<file path="src/rtl/core/cbe_pkg.sv">
// ----------------------------------------------------------------------------
// cbe_pkg
// Types and codes shared by the CSMA/CA backoff engine files.
// ----------------------------------------------------------------------------
package cbe_pkg;

  localparam int unsigned CW_BITS   = 10;
  localparam int unsigned RUN_BITS  = 4;
  localparam int unsigned IDX_BITS  = 2;

  // commands
  localparam logic [1:0] CMD_START   = 2'd0;
  localparam logic [1:0] CMD_TICK    = 2'd1;
  localparam logic [1:0] CMD_OUTCOME = 2'd2;

  // result events
  localparam logic [2:0] EV_NONE    = 3'd0;
  localparam logic [2:0] EV_TX      = 3'd1;
  localparam logic [2:0] EV_DELIVER = 3'd2;
  localparam logic [2:0] EV_DROP    = 3'd3;
  localparam logic [2:0] EV_RETRY   = 3'd4;

  // register indexes
  localparam logic [IDX_BITS-1:0] REG_CW_MIN = 2'd0;
  localparam logic [IDX_BITS-1:0] REG_CW_MAX = 2'd1;
  localparam logic [IDX_BITS-1:0] REG_DIFS   = 2'd2;

  // register reset values
  localparam logic [CW_BITS-1:0]  CW_MIN_RST = 10'd15;
  localparam logic [CW_BITS-1:0]  CW_MAX_RST = 10'd255;
  localparam logic [RUN_BITS-1:0] DIFS_RST   = 4'd2;

  typedef enum logic [1:0] {
    PH_IDLE    = 2'd0,
    PH_DIFS    = 2'd1,
    PH_BACKOFF = 2'd2,
    PH_WAIT    = 2'd3
  } phase_e;

  typedef struct packed {
    logic [1:0]         command;
    logic               channel_idle;
    logic [CW_BITS-1:0] random_draw;
    logic               outcome_ok;
  } req_t;

  typedef struct packed {
    logic [2:0]         event_res;
    logic [CW_BITS-1:0] contention_window;
    logic [CW_BITS-1:0] backoff_left;
    logic               engaged;
  } res_t;

  typedef struct packed {
    logic [IDX_BITS-1:0] index;
    logic [CW_BITS-1:0]  value;
  } cfg_t;

endpackage

</file>
<file path="src/rtl/core/cbe_if.sv">
// ----------------------------------------------------------------------------
// cbe_if
// Valid/ready channels of the backoff engine: request, result, config write.
// ----------------------------------------------------------------------------
interface cbe_req_if;
  import cbe_pkg::*;
  logic valid;
  logic ready;
  req_t data;
  modport source (output valid, output data, input ready);
  modport sink   (input valid, input data, output ready);
endinterface

interface cbe_res_if;
  import cbe_pkg::*;
  logic valid;
  logic ready;
  res_t data;
  modport source (output valid, output data, input ready);
  modport sink   (input valid, input data, output ready);
endinterface

interface cbe_cfg_if;
  import cbe_pkg::*;
  logic valid;
  logic ready;
  cfg_t data;
  modport source (output valid, output data, input ready);
  modport sink   (input valid, input data, output ready);
endinterface

</file>
<file path="src/rtl/core/csma_ca_backoff_engine.sv">
// ----------------------------------------------------------------------------
// csma_ca_backoff_engine
// Transmit-side CSMA/CA binary exponential backoff for one packet at a time.
// ----------------------------------------------------------------------------
//  channel  dir  payload                                        one item is
//  req_i    in   command, channel_idle, random_draw, outcome_ok a command
//  res_o    out  event_res, contention_window, backoff_left,    state after it
//                engaged
//  cfg_i    in   index, value                                   a register write
//
//  One item per cycle: each request updates the phase and counters, and its
//  result lands in the output register on the next edge.
//  The output register sets the rate: a request is taken whenever that
//  register is empty or being drained in the same cycle.
//  Reset: phase idle, counters and window zero, registers at their defaults.
//  cfg_i is always ready.
// ----------------------------------------------------------------------------
module csma_ca_backoff_engine (
  input  logic              clk_i,
  input  logic              rst_ni,
  cbe_req_if.sink           req_i,
  cbe_res_if.source         res_o,
  cbe_cfg_if.sink           cfg_i
);
  import cbe_pkg::*;

  logic [CW_BITS-1:0]  cw_min_q, cw_max_q;
  logic [RUN_BITS-1:0] difs_q;

  phase_e              phase_q, phase_d;
  logic [RUN_BITS-1:0] run_q, run_d;
  logic [CW_BITS-1:0]  bo_q, bo_d;
  logic [CW_BITS-1:0]  win_q, win_d;
  logic [2:0]          ev;

  logic                res_valid_q;
  res_t                res_data_q;

  logic                req_acc;
  logic [RUN_BITS-1:0] need;
  logic [RUN_BITS-1:0] run_inc;
  logic [CW_BITS-1:0]  bo_draw;
  logic [CW_BITS-1:0]  bo_dec;
  logic [CW_BITS:0]    grown;

  assign req_i.ready = !res_valid_q || res_o.ready;
  assign req_acc     = req_i.valid && req_i.ready;
  assign cfg_i.ready = 1'b1;

  // config registers
  always_ff @(posedge clk_i or negedge rst_ni) begin
    if (!rst_ni) begin
      cw_min_q <= CW_MIN_RST;
      cw_max_q <= CW_MAX_RST;
      difs_q   <= DIFS_RST;
    end else if (cfg_i.valid) begin
      case (cfg_i.data.index)
        REG_CW_MIN: cw_min_q <= cfg_i.data.value;
        REG_CW_MAX: cw_max_q <= cfg_i.data.value;
        REG_DIFS:   difs_q   <= cfg_i.data.value[RUN_BITS-1:0];
        default: ;
      endcase
    end
  end

  assign need    = (difs_q == '0) ? RUN_BITS'(1) : difs_q;
  assign run_inc = run_q + RUN_BITS'(1);
  assign bo_draw = req_i.data.random_draw & win_q;
  assign bo_dec  = (req_i.data.channel_idle && bo_q != '0) ? bo_q - CW_BITS'(1) : bo_q;
  assign grown   = {win_q, 1'b1};

  always_comb begin
    phase_d = phase_q;
    run_d   = run_q;
    bo_d    = bo_q;
    win_d   = win_q;
    ev      = EV_NONE;
    case (req_i.data.command)
      CMD_START: begin
        win_d   = cw_min_q;
        run_d   = '0;
        bo_d    = '0;
        phase_d = PH_DIFS;
      end
      CMD_TICK: begin
        case (phase_q)
          PH_DIFS: begin
            if (!req_i.data.channel_idle) begin
              run_d = '0;
            // counter wrap also ends DIFS
            end else if (run_inc == '0 || run_inc >= need) begin
              run_d = '0;
              bo_d  = bo_draw;
              if (bo_draw == '0) begin
                ev      = EV_TX;
                phase_d = PH_WAIT;
              end else begin
                phase_d = PH_BACKOFF;
              end
            end else begin
              run_d = run_inc;
            end
          end
          PH_BACKOFF: begin
            bo_d = bo_dec;
            if (bo_dec == '0) begin
              ev      = EV_TX;
              phase_d = PH_WAIT;
            end
          end
          default: ;
        endcase
      end
      CMD_OUTCOME: begin
        if (phase_q == PH_WAIT) begin
          if (req_i.data.outcome_ok) begin
            ev      = EV_DELIVER;
            phase_d = PH_IDLE;
          end else if (win_q == cw_max_q) begin
            ev      = EV_DROP;
            phase_d = PH_IDLE;
          end else begin
            win_d   = (grown >= {1'b0, cw_max_q}) ? cw_max_q : grown[CW_BITS-1:0];
            run_d   = '0;
            bo_d    = '0;
            ev      = EV_RETRY;
            phase_d = PH_DIFS;
          end
        end
      end
      default: ;
    endcase
  end

  always_ff @(posedge clk_i or negedge rst_ni) begin
    if (!rst_ni) begin
      phase_q <= PH_IDLE;
      run_q   <= '0;
      bo_q    <= '0;
      win_q   <= '0;
    end else if (req_acc) begin
      phase_q <= phase_d;
      run_q   <= run_d;
      bo_q    <= bo_d;
      win_q   <= win_d;
    end
  end

  // result register
  always_ff @(posedge clk_i or negedge rst_ni) begin
    if (!rst_ni) begin
      res_valid_q <= 1'b0;
    end else if (req_acc) begin
      res_valid_q <= 1'b1;
    end else if (res_o.ready) begin
      res_valid_q <= 1'b0;
    end
  end

  always_ff @(posedge clk_i) begin
    if (req_acc) begin
      res_data_q.event_res         <= ev;
      res_data_q.contention_window <= win_d;
      res_data_q.backoff_left      <= bo_d;
      res_data_q.engaged           <= (phase_d != PH_IDLE);
    end
  end

  assign res_o.valid = res_valid_q;
  assign res_o.data  = res_data_q;

endmodule

</file>
<file path="src/flat_wrapper.sv">
// flat-port wrapper written by rule: the top's interface ports become plain ports
module csma_ca_backoff_engine_flat import cbe_pkg::*;
  (clk_i, rst_ni, req_i_valid, req_i_data, req_i_ready, res_o_valid, res_o_data, res_o_ready, cfg_i_valid, cfg_i_data, cfg_i_ready);
  cbe_req_if req_i_i ();
  cbe_res_if res_o_i ();
  cbe_cfg_if cfg_i_i ();
  input  logic clk_i;
  input  logic rst_ni;
  input wire logic [$bits(req_i_i.valid)-1:0] req_i_valid;
  input wire logic [$bits(req_i_i.data)-1:0] req_i_data;
  output wire logic [$bits(req_i_i.ready)-1:0] req_i_ready;
  output wire logic [$bits(res_o_i.valid)-1:0] res_o_valid;
  output wire logic [$bits(res_o_i.data)-1:0] res_o_data;
  input wire logic [$bits(res_o_i.ready)-1:0] res_o_ready;
  input wire logic [$bits(cfg_i_i.valid)-1:0] cfg_i_valid;
  input wire logic [$bits(cfg_i_i.data)-1:0] cfg_i_data;
  output wire logic [$bits(cfg_i_i.ready)-1:0] cfg_i_ready;
  assign req_i_i.valid = req_i_valid;
  assign req_i_i.data = req_i_data;
  assign req_i_ready = req_i_i.ready;
  assign res_o_valid = res_o_i.valid;
  assign res_o_data = res_o_i.data;
  assign res_o_i.ready = res_o_ready;
  assign cfg_i_i.valid = cfg_i_valid;
  assign cfg_i_i.data = cfg_i_data;
  assign cfg_i_ready = cfg_i_i.ready;
  csma_ca_backoff_engine u_core (.clk_i(clk_i), .rst_ni(rst_ni), .req_i(req_i_i), .res_o(res_o_i), .cfg_i(cfg_i_i));
endmodule
</file>
<file path="config.mk">
export PLATFORM = sky130hd
export DESIGN_NAME = csma_ca_backoff_engine_flat
export DESIGN_NICKNAME = d
export VERILOG_FILES = /design/src/rtl/core/cbe_pkg.sv /design/src/rtl/core/cbe_if.sv /design/src/rtl/core/csma_ca_backoff_engine.sv /design/src/flat_wrapper.sv
export SDC_FILE = /design/constraint.sdc
export NUM_CORES = 1
export LEC_CHECK = 0
export BUFFER_PORTS_ARGS = -buffer_cell sky130_fd_sc_hd__buf_2
export CAP_MARGIN = 30
export CORE_MARGIN = 3
export CORE_UTILIZATION = 53
export DETAILED_ROUTE_END_ITERATION = 12
export PLACE_DENSITY_LB_ADDON = 0.2
export SYNTH_ARGS = -nofsm -noshare
export SYNTH_HDL_FRONTEND = slang
export SYNTH_SLANG_ARGS = --single-unit
</file>
<file path="constraint.sdc">
create_clock -name clk_i -period 2.55 [get_ports clk_i]
set_input_delay 0.3825 -clock clk_i [delete_from_list [all_inputs] [get_ports clk_i]]
set_output_delay 0.3825 -clock clk_i [all_outputs]
set_load 0.1 [all_outputs]
</file>
Word-level counts from Yosys, hierarchy flattened --
Index checks and enable logic that the tools add are counted.
Operators by class: muxes and demuxes 41, eq/ne operators 12, $lt $le $gt $ge 2, bitwise gates (word level) 1, reduce and logical (&&, ||, !) cells 19, add/sub/neg operators 2
Operators with widths (count):
- $mux 10 | 10
- $pmux 10 s2 | 2
- $pmux 10 s3 | 1
- $mux 4 | 7
- $logic_not 10->1 | 2
- $mux 3 | 5
- $pmux 3 s2 | 2
- $pmux 4 s3 | 1
- $ge 11x10->1 | 1
- $and 10x10->10 | 1
- $eq 10x10->1 | 1
- $mux 2 | 5
- $reduce_bool 10->1 | 1
- $sub 10x1->10 const B | 1
- $eq 2x2->1 const B | 4
- $logic_not 4->1 | 2
- $eq 2x1->1 const B | 3
- $mux 1 | 6
- $ne 2x2->1 const B | 3
- $pmux 2 s3 | 1
- $reduce_and 2->1 | 3
- $reduce_and 6->1 | 1
- $add 4x1->4 const B | 1
- $ge 4x4->1 | 1
- 8 further kinds | 12
Storage, ports and cells: input port bits 31, register bits after elaboration 75, output and inout port bits 27, word-level logic and storage cells 89

Depth between registers and ports, before layout --
Gate-level depths: netlist of run 1.
word-level depth 9, mapped depth 11, mapped depth without buffers 10

Worst setup path before layout of run 1 --
OpenSTA, ideal clock, no wires.
path type reg2reg, from register u_core.res_valid_q, in the netlist u_core.res_o.valid, to register u_core.win_q[1], path slack -1.079 ns, cell stages (with the launch flop) 7, required time 2.463 ns, period minus slack after synthesis 3.629 ns, data arrival time 3.542 ns, path buffers 1, library setup time 0.087 ns, cell sequence dfrtp_1 > nand2b_1 > nand2_1 > inv_1 > clkbuf_1 > nand3_1 > o21ai_0
On the way: longest elaborated chain between the ends 3
Ends and longest elaborated chain:
- start: declaration | line csma_ca_backoff_engine.sv:36 | logic res_valid_q;
- start signal: assignment | line csma_ca_backoff_engine.sv:152 | res_valid_q <= 1'b0;
- start signal: assignment | line csma_ca_backoff_engine.sv:154 | res_valid_q <= 1'b1;
- start signal: assignment | line csma_ca_backoff_engine.sv:156 | res_valid_q <= 1'b0;
- $logic_not 1->1 | line csma_ca_backoff_engine.sv:46 | assign req_i.ready = !res_valid_q || res_o.ready;
- $logic_or 1x1->1 | line csma_ca_backoff_engine.sv:46
- net req_i_ready | line flat_wrapper.sv:11 | output wire logic [$bits(req_i_i.ready)-1:0] req_i_ready;
- $logic_and 1x1->1 | line csma_ca_backoff_engine.sv:47 | assign req_acc = req_i.valid && req_i.ready;
- net u_core.req_acc | line csma_ca_backoff_engine.sv:39 | logic req_acc;
- end signal: assignment | line csma_ca_backoff_engine.sv:145 | win_q <= win_d;
- end: declaration | line csma_ca_backoff_engine.sv:33 | logic [CW_BITS-1:0] win_q, win_d;
The timed path passes the listed nets, and every way through them passes these cells. A chain may end at the register's enable or synchronous reset.

Worst setup path after layout of run 1 --
from register u_core.difs_q[1], to register u_core.res_data_q, in the netlist u_core.res_o.data[9], data pin
On the way: longest elaborated chain between the ends 8
Ends and longest elaborated chain:
- start: declaration | line csma_ca_backoff_engine.sv:28 | logic [RUN_BITS-1:0] difs_q;
- start signal: assignment | line csma_ca_backoff_engine.sv:60 | REG_DIFS: difs_q <= cfg_i.data.value[RUN_BITS-1:0];
- $logic_not 4->1 | line csma_ca_backoff_engine.sv:66 | assign need = (difs_q == '0) ? RUN_BITS'(1) : difs_q;
- $mux 4 * | line csma_ca_backoff_engine.sv:66
- $ge 4x4->1 * | line csma_ca_backoff_engine.sv:91 | end else if (run_inc == '0 || run_inc >= need) begin
- $logic_or 1x1->1 * | line csma_ca_backoff_engine.sv:91
- $mux 10 * | line csma_ca_backoff_engine.sv:91
- $mux 10 * | line csma_ca_backoff_engine.sv:88 | if (!req_i.data.channel_idle) begin
- $pmux 10 s2 * | line csma_ca_backoff_engine.sv:86 | case (phase_q)
- $pmux 10 s3 * | line csma_ca_backoff_engine.sv:78 | case (req_i.data.command)
- net u_core.bo_d[8] | line csma_ca_backoff_engine.sv:32 | logic [CW_BITS-1:0] bo_q, bo_d;
- end: declaration | line csma_ca_backoff_engine.sv:37 | res_t res_data_q;
Mark *: on every way through the listed nets, which the timed path passes. The rest lies on a longest branch.

==> run metrics, run 1 <==
status complete, but fails checks; violated checks negative setup slack; Final Max Slew Viols 0; Ant. Diodes 0; Cell Chain, Critical Path inv_2 > a31o_4 > ha_4 > nand2b_4 > a2111o_1 > a32o_2 > and3_4 > a32oi_2 > nor2_2 > a21o_1; Crit path required time 2670 ps; total power per unit cell area 776.3 nW/um^2; Register Area 2014 sq um; syn avg cell area 10.15 sq um; antenna violations before repair 0; setup ws final -92.68 ps; Ys Warns 0; layout cell share with drive strength beyond 1 37.75%; Initial Utilization 55.15%; cell family with most CP delay compound AO/OA/AOI/OAI gates; syn_nets 504; FILL cells 634; DIE WIDTH 98.93 microns; Final ANT Viol Nets 0; Vias/cell 6.239; mapped cell area 4577 sq um; crit end category flip-flop; worst skew pair latency 350 ps; Max H-tree Level 3; Worst Tran Pin Value 585.0 ps; Fmax 378.4 MHz; Num CTS Buffers 9; Max FO, Critical Path 6; WP buf/inv 1; clk sinks 75; Hold/Removal Path Class input port to asynchronous set/reset pin; Die H 98.93 microns; top_reg_cell synth dfrtp_1; Tcrit/Tclk final 103.6%; sequential area share after synthesis 43.99%; Power Internal 2.775 mW; worst reg2reg path depth 10; post-DP HPWL 9.627 mm; P_leak 2.606 nW; vias in the first global route 4097; # hold bufs at CTS 0; CTS tree built; overall routing resource usage 26.54%; routability cong. 0.9588; RR Endpoint u_core.res_o.data[9]; largest net degree at the start of global routing 26; Clk pin slew, worst setup/hold paths 90 ps; Final Power 4.467 mW; die area 9787 sq um; max_cap viols 0; Ports 58; Post-synth ARST share 68.00%; Port Buffers 56; Clk pwr share 25.9%; first-pass GRT wire length 20.61 mm; Congestion Overflow GR 0; final hold vios 0; Final setup viols 11; final hold slack 18.22 ps; DRT Pass-1 Iters 5; arrival time at the worst endpoint 2760 ps; CTS root buf clkbuf_8; Net Switching 1.692 mW; synthesized flop and latch total 75; Layout Nets 607; Post-synth EDFFs 24; Layout area overhead 25.72%; RSZ-0062 raised after global routing true; critical path type flip-flop to flip-flop; Cells after Synth 451; slowest CP cell dfstp_2; FP Rows 33; routed vias 4143; Seq pwr share 36.3%; drc violations 0; clock skew 5.557 ps; critical path launch point type flip-flop; core area 8299 sq um; post-synth cell types 67; FF-to-FF setup slack -90 ps; final WL 13.18 mm; relative slew slack 61.00%; Reg2Reg Launch Point u_core.difs_q[1]; Period minus WS final 2643 ps; Sw Ratio 37.89%; combinational share of power 37.8%; worst stage delay on the critical path 540 ps; DRT iter0 DRCs 333; drt wl/cell 19.86 microns; VDD IR max 0.4740 mV; multi-input logic area 2526 sq um; Max clock buf depth 2
cell type report:
type / count / area share [%]
tap: 105 / 2.283
timing repair buffer: 115 / 12.63
multi-input combinational: 324 / 43.90
sequential: 75 / 35.01
inverter: 29 / 1.892
clock buffer: 9 / 2.153
clock inverter: 7 / 2.131
cell usage in the layout, fill, tap and decap left out, types with 12 or more instances in the layout:
cell type / synthesis / final
a21oi_1: 17 / 14
ha_1: 22 / 20
dfrtp_1: 38 / 37
nand2_1: 23 / 21
a22oi_1: 19 / 18
inv_1: 29 / 27
o21ai_1: 7 / 13
xnor2_1: 12 / 12
o21ai_0: 28 / 20
buf_4: 1 / 58
nor2_1: 29 / 27
mux2_2: 25 / 25
edfxtp_1: 24 / 24
a22o_1: 13 / 13
buf_2: 2 / 56
a21o_1: 12 / 12
dfstp_2: 13 / 13
how the worst max path moves through the flow:
| stage | startpoint | depth (start not counted) | to |
|---|---|---|---|
| after global placement | u_core.difs_q[1] | 10 | u_core.res_o.data[2] |
| after floorplan | u_core.difs_q[1] | 11 | u_core.res_o.data[2] |
| final | u_core.difs_q[1] | 10 | u_core.res_o.data[9] |
| after detailed placement | u_core.difs_q[1] | 10 | u_core.res_o.data[1] |
| after CTS | u_core.difs_q[1] | 10 | u_core.res_o.data[7] |
| after global routing | u_core.difs_q[1] | 10 | u_core.res_o.data[1] |
cell usage after synthesis, types with 3 or more instances:
cell,number,share of area (%)
nor3b_1,3,0.49
dfrtp_1,38,21
clkbuf_1,18,1.5
nor2_1,29,2.4
edfxtp_1,24,16
xnor2_1,12,2.3
a21o_1,12,2.0
a22oi_1,19,3.1
a21oi_1,17,1.9
mux2_2,25,6.2
a32oi_1,5,0.96
o31ai_1,3,0.49
nand4_1,7,0.96
nor4_1,5,0.68
o21ai_0,28,3.1
and3_1,4,0.55
nor3_1,5,0.55
a22o_1,13,2.5
o21ai_1,7,0.77
inv_1,29,2.4
nand3_1,10,1.1
ha_1,22,6.0
o2bb2ai_1,4,0.77
dfstp_2,13,7.5
nor2b_1,3,0.41
mux2i_1,3,0.66
nand2b_1,9,1.2
nand2_1,23,1.9
a31oi_1,9,1.2
worst register-to-register path, stage by stage, from the launching register on:
cell and delay (ps):
dfstp_2 540, inv_2 40, a31o_4 210, ha_4 210, nand2b_4 130, a2111o_1 370, a32o_2 260, and3_4 200
a32oi_2 240, nor2_2 70, a21o_1 150
logic make-up after synthesis:
logic type | after synthesis | share of synthesized area (%)
AO/OA/AOI/OAI | 146 | 22.55
XOR/XNOR | 14 | 2.679
adder cells (fa/ha/maj) | 22 | 6.014
buffers and inverters | 52 | 4.565
flip-flops | 75 | 43.99
multiplexers | 29 | 7.135
other | 1 | 0.08193
AND/OR/NAND/NOR | 112 | 12.99
through the flow:
step	instance area [sq um]	setup TNS, ps	cells	setup slack, ps	util (%)
after floorplan	4599	-837.1	451	-116.5	-
after global placement	5321	-1043	644	-129.8	64.12
after detailed placement	5321	-2498	644	-196.8	64.12
after CTS	5632	-1484	662	-116.6	67.86
after global routing	5754	-2590	664	-196.5	69.34
final	5754	-593.8	664	-92.68	69.34
sequential cells by signal, summed over array words and instances (netlist names):
register            flops
u_core.run_q            4
u_core.bo_q            10
u_core.res_o.data      24
u_core.res_o.valid      1
u_core.phase_q          2
u_core.cw_min_q        10
u_core.win_q           10
u_core.difs_q           4
u_core.cw_max_q        10
power by group through the flow:
stage / logic, mW / clock network, mW / registers (mW)
after floorplan: 0.802 / 0 / 1.85
after global placement: 1.49 / 0 / 1.62
after detailed placement: 1.52 / 0 / 1.64
after CTS: 1.57 / 1.16 / 1.61
after global routing: 1.81 / 1.21 / 1.64
final: 1.69 / 1.15 / 1.62
repair_timing:
item | CTS | global route
gates resized for setup | 12 | 25
endpoints found under the hold margin | 0 | 0
setup endpoints to repair | 23 | 44
cloned | 0 | 0
buffers inserted | 2 | 2
pin swaps | 12 | 11
metal layers:
layer / track usage [%] / up-vias / wire length, microns
li1: - / 1907 / -
met5: 0 / - / 0
met2: 44.47 / 204 / 6562
met3: 4.742 / 40 / 922
met1: 34.10 / 1992 / 5298
met4: 10.50 / 0 / 400
Note: power is estimated with default switching activity, not from simulation.
==> run 2: changes to the inputs <==
--- a/config.mk
+++ b/config.mk
@@ -9,6 +9,7 @@
 export CAP_MARGIN = 30
 export CORE_MARGIN = 3
 export CORE_UTILIZATION = 53
+export CTS_BUF_LIST = sky130_fd_sc_hd__clkbuf_16
 export DETAILED_ROUTE_END_ITERATION = 12
 export PLACE_DENSITY_LB_ADDON = 0.2
 export SYNTH_ARGS = -nofsm -noshare
==> run metrics, run 2 (same netlist as run 1, synthesis figures left out) <==
status complete, but fails checks; violated checks negative setup slack; Max H-tree Level 3; slowest CP cell dfstp_2; DP Worst Slack -196.8 ps; Num CTS Buffers 9; post-route cell area 5902 sq um; routability cong. 0.9588; Period minus WS final 2663 ps; FP Rows 33; Max FO, Critical Path 6; final hold slack 40.99 ps; Vias/cell 6.347; Hold/Removal Path Class input port to asynchronous set/reset pin; critical path type flip-flop to flip-flop; arrival time at the worst endpoint 2740 ps; Initial Utilization 55.15%; max reg flops 24; antenna violations before repair 0; Layout area overhead 28.95%; Final ANT Viol Nets 0; DRT Pass-1 Iters 5; overall routing resource usage 27.52%; cell family with most CP delay compound AO/OA/AOI/OAI gates; critical path launch point type flip-flop; Ant. Diodes 0; vias in the first global route 4191; Layout Nets 606; final hold vios 0; core area 8299 sq um; clk sinks 75; WP buf/inv 1; P_leak 2.664 nW; total power per unit cell area 821.4 nW/um^2; drt wl/cell 20.47 microns; VDD IR max 0.5129 mV; FF-to-FF setup slack -110 ps; die area 9787 sq um; largest net degree at the start of global routing 26; crit end category flip-flop; worst stage delay on the critical path 540 ps; max_cap viols 0; Placed Area 5321 sq um; CTS tree built; Final setup viols 19; setup ws final -112.8 ps; most frequent cells in the layout 56 x buf_2, 56 x buf_4, 37 x dfrtp_1; relative slew slack 61.07%; layout cell share with drive strength beyond 1 38.53%; first-pass GRT wire length 21.27 mm; Ports 58; Port Buffers 56; Die H 98.93 microns; post-DP HPWL 9.627 mm; DRT iter0 DRCs 328; Clk pin slew, worst setup/hold paths 60 ps; worst skew pair latency 340 ps; CTS root buf clkbuf_16; Tcrit/Tclk final 104.4%; Congestion Overflow GR 0; Cell Chain, Critical Path inv_2 > a31o_4 > ha_4 > nand2b_4 > a2111o_1 > a32o_2 > and3_4 > a31oi_4 > o32a_1 > o21ai_1; # hold bufs at CTS 0; routed vias 4208; drc violations 0; Final Max Slew Viols 0; Crit path required time 2620 ps; Fmax 375.5 MHz; Worst Tran Pin Value 583.9 ps; RSZ-0062 raised after global routing true; clock skew 6.313 ps; Max clock buf depth 2; DIE WIDTH 98.93 microns; final WL 13.57 mm
[run 2: changes by cell type in the layout (fill, tap and decap cells not counted), sizes merged]
| cell | delta |
|---|---|
| buf | -1 |
[run 2: final cells by class]
| cell class | count | area (sq um) |
|---|---|---|
| Tap cell | 105 | 131.4 |
| Clock inverter | 7 | 122.6 |
| Clock buffer | 9 | 225.2 |
| Sequential cell | 75 | 2014 |
| Timing Repair Buffer | 114 | 723.2 |
| Fill cell | 606 | 2397 |
| Inverter | 29 | 108.9 |
| Multi-Input combinational cell | 324 | 2576 |
[run 2: power breakdown]
group          leakage [nW]  switching, mW  total [mW]  internal, mW
combinational          1.64           1.06        1.72         0.664
sequential            0.856          0.174        1.63          1.46
clock                 0.170          0.532        1.50         0.967
[run 2: path summary, 6_finish.rpt]
kind | start | end | depth (start not counted)
worst max-delay path | u_core.difs_q[1] | u_core.res_o.data[1] | 10
worst min-delay path | rst_ni | u_core.run_q[3] | 1
worst max register to register | u_core.difs_q[1] | u_core.res_o.data[1] | 10
worst min register to register | u_core.difs_q[3] | u_core.difs_q[3] | 1
max in group asynchronous | rst_ni | u_core.cw_max_q[6] | 2
min in group clk_i | req_i_valid | u_core.res_o.valid | 2
[run 2: repair_timing]
action,4_1_cts,5_1_grt
endpoints found under the setup margin,24,42
pin swaps,10,19
cloned,0,0
gates resized for setup,14,31
setup buffers,3,1
[run 2: through the flow]
stage	power (mW)	cells	util [%]	TNS [ps]
floorplan	2.654	451	-	-837.1
CTS	4.712	663	69.15	-1342
detailed placement	3.156	644	64.12	-2498
global route	5.049	663	71.11	-3016
global placement	3.114	644	64.12	-1043
finish	4.848	663	71.11	-983.5
[run 2: worst reg2reg max path: stages (launching register included)]
cell and delay, ps:
dfstp_2 540, inv_2 40, a31o_4 210, ha_4 200, nand2b_4 130, a2111o_1 380
a32o_2 260, and3_4 200, a31oi_4 180, o32a_1 170, o21ai_1 80
[run 2: layer usage]
layer	track usage [%]	share of wire, %	vias to the layer above
met1	35.16	40	2048
met3	4.459	6.8	47
li1	-	-	1917
met4	10.82	3.3	0
met2	46.69	50	196
met5	0	0	-
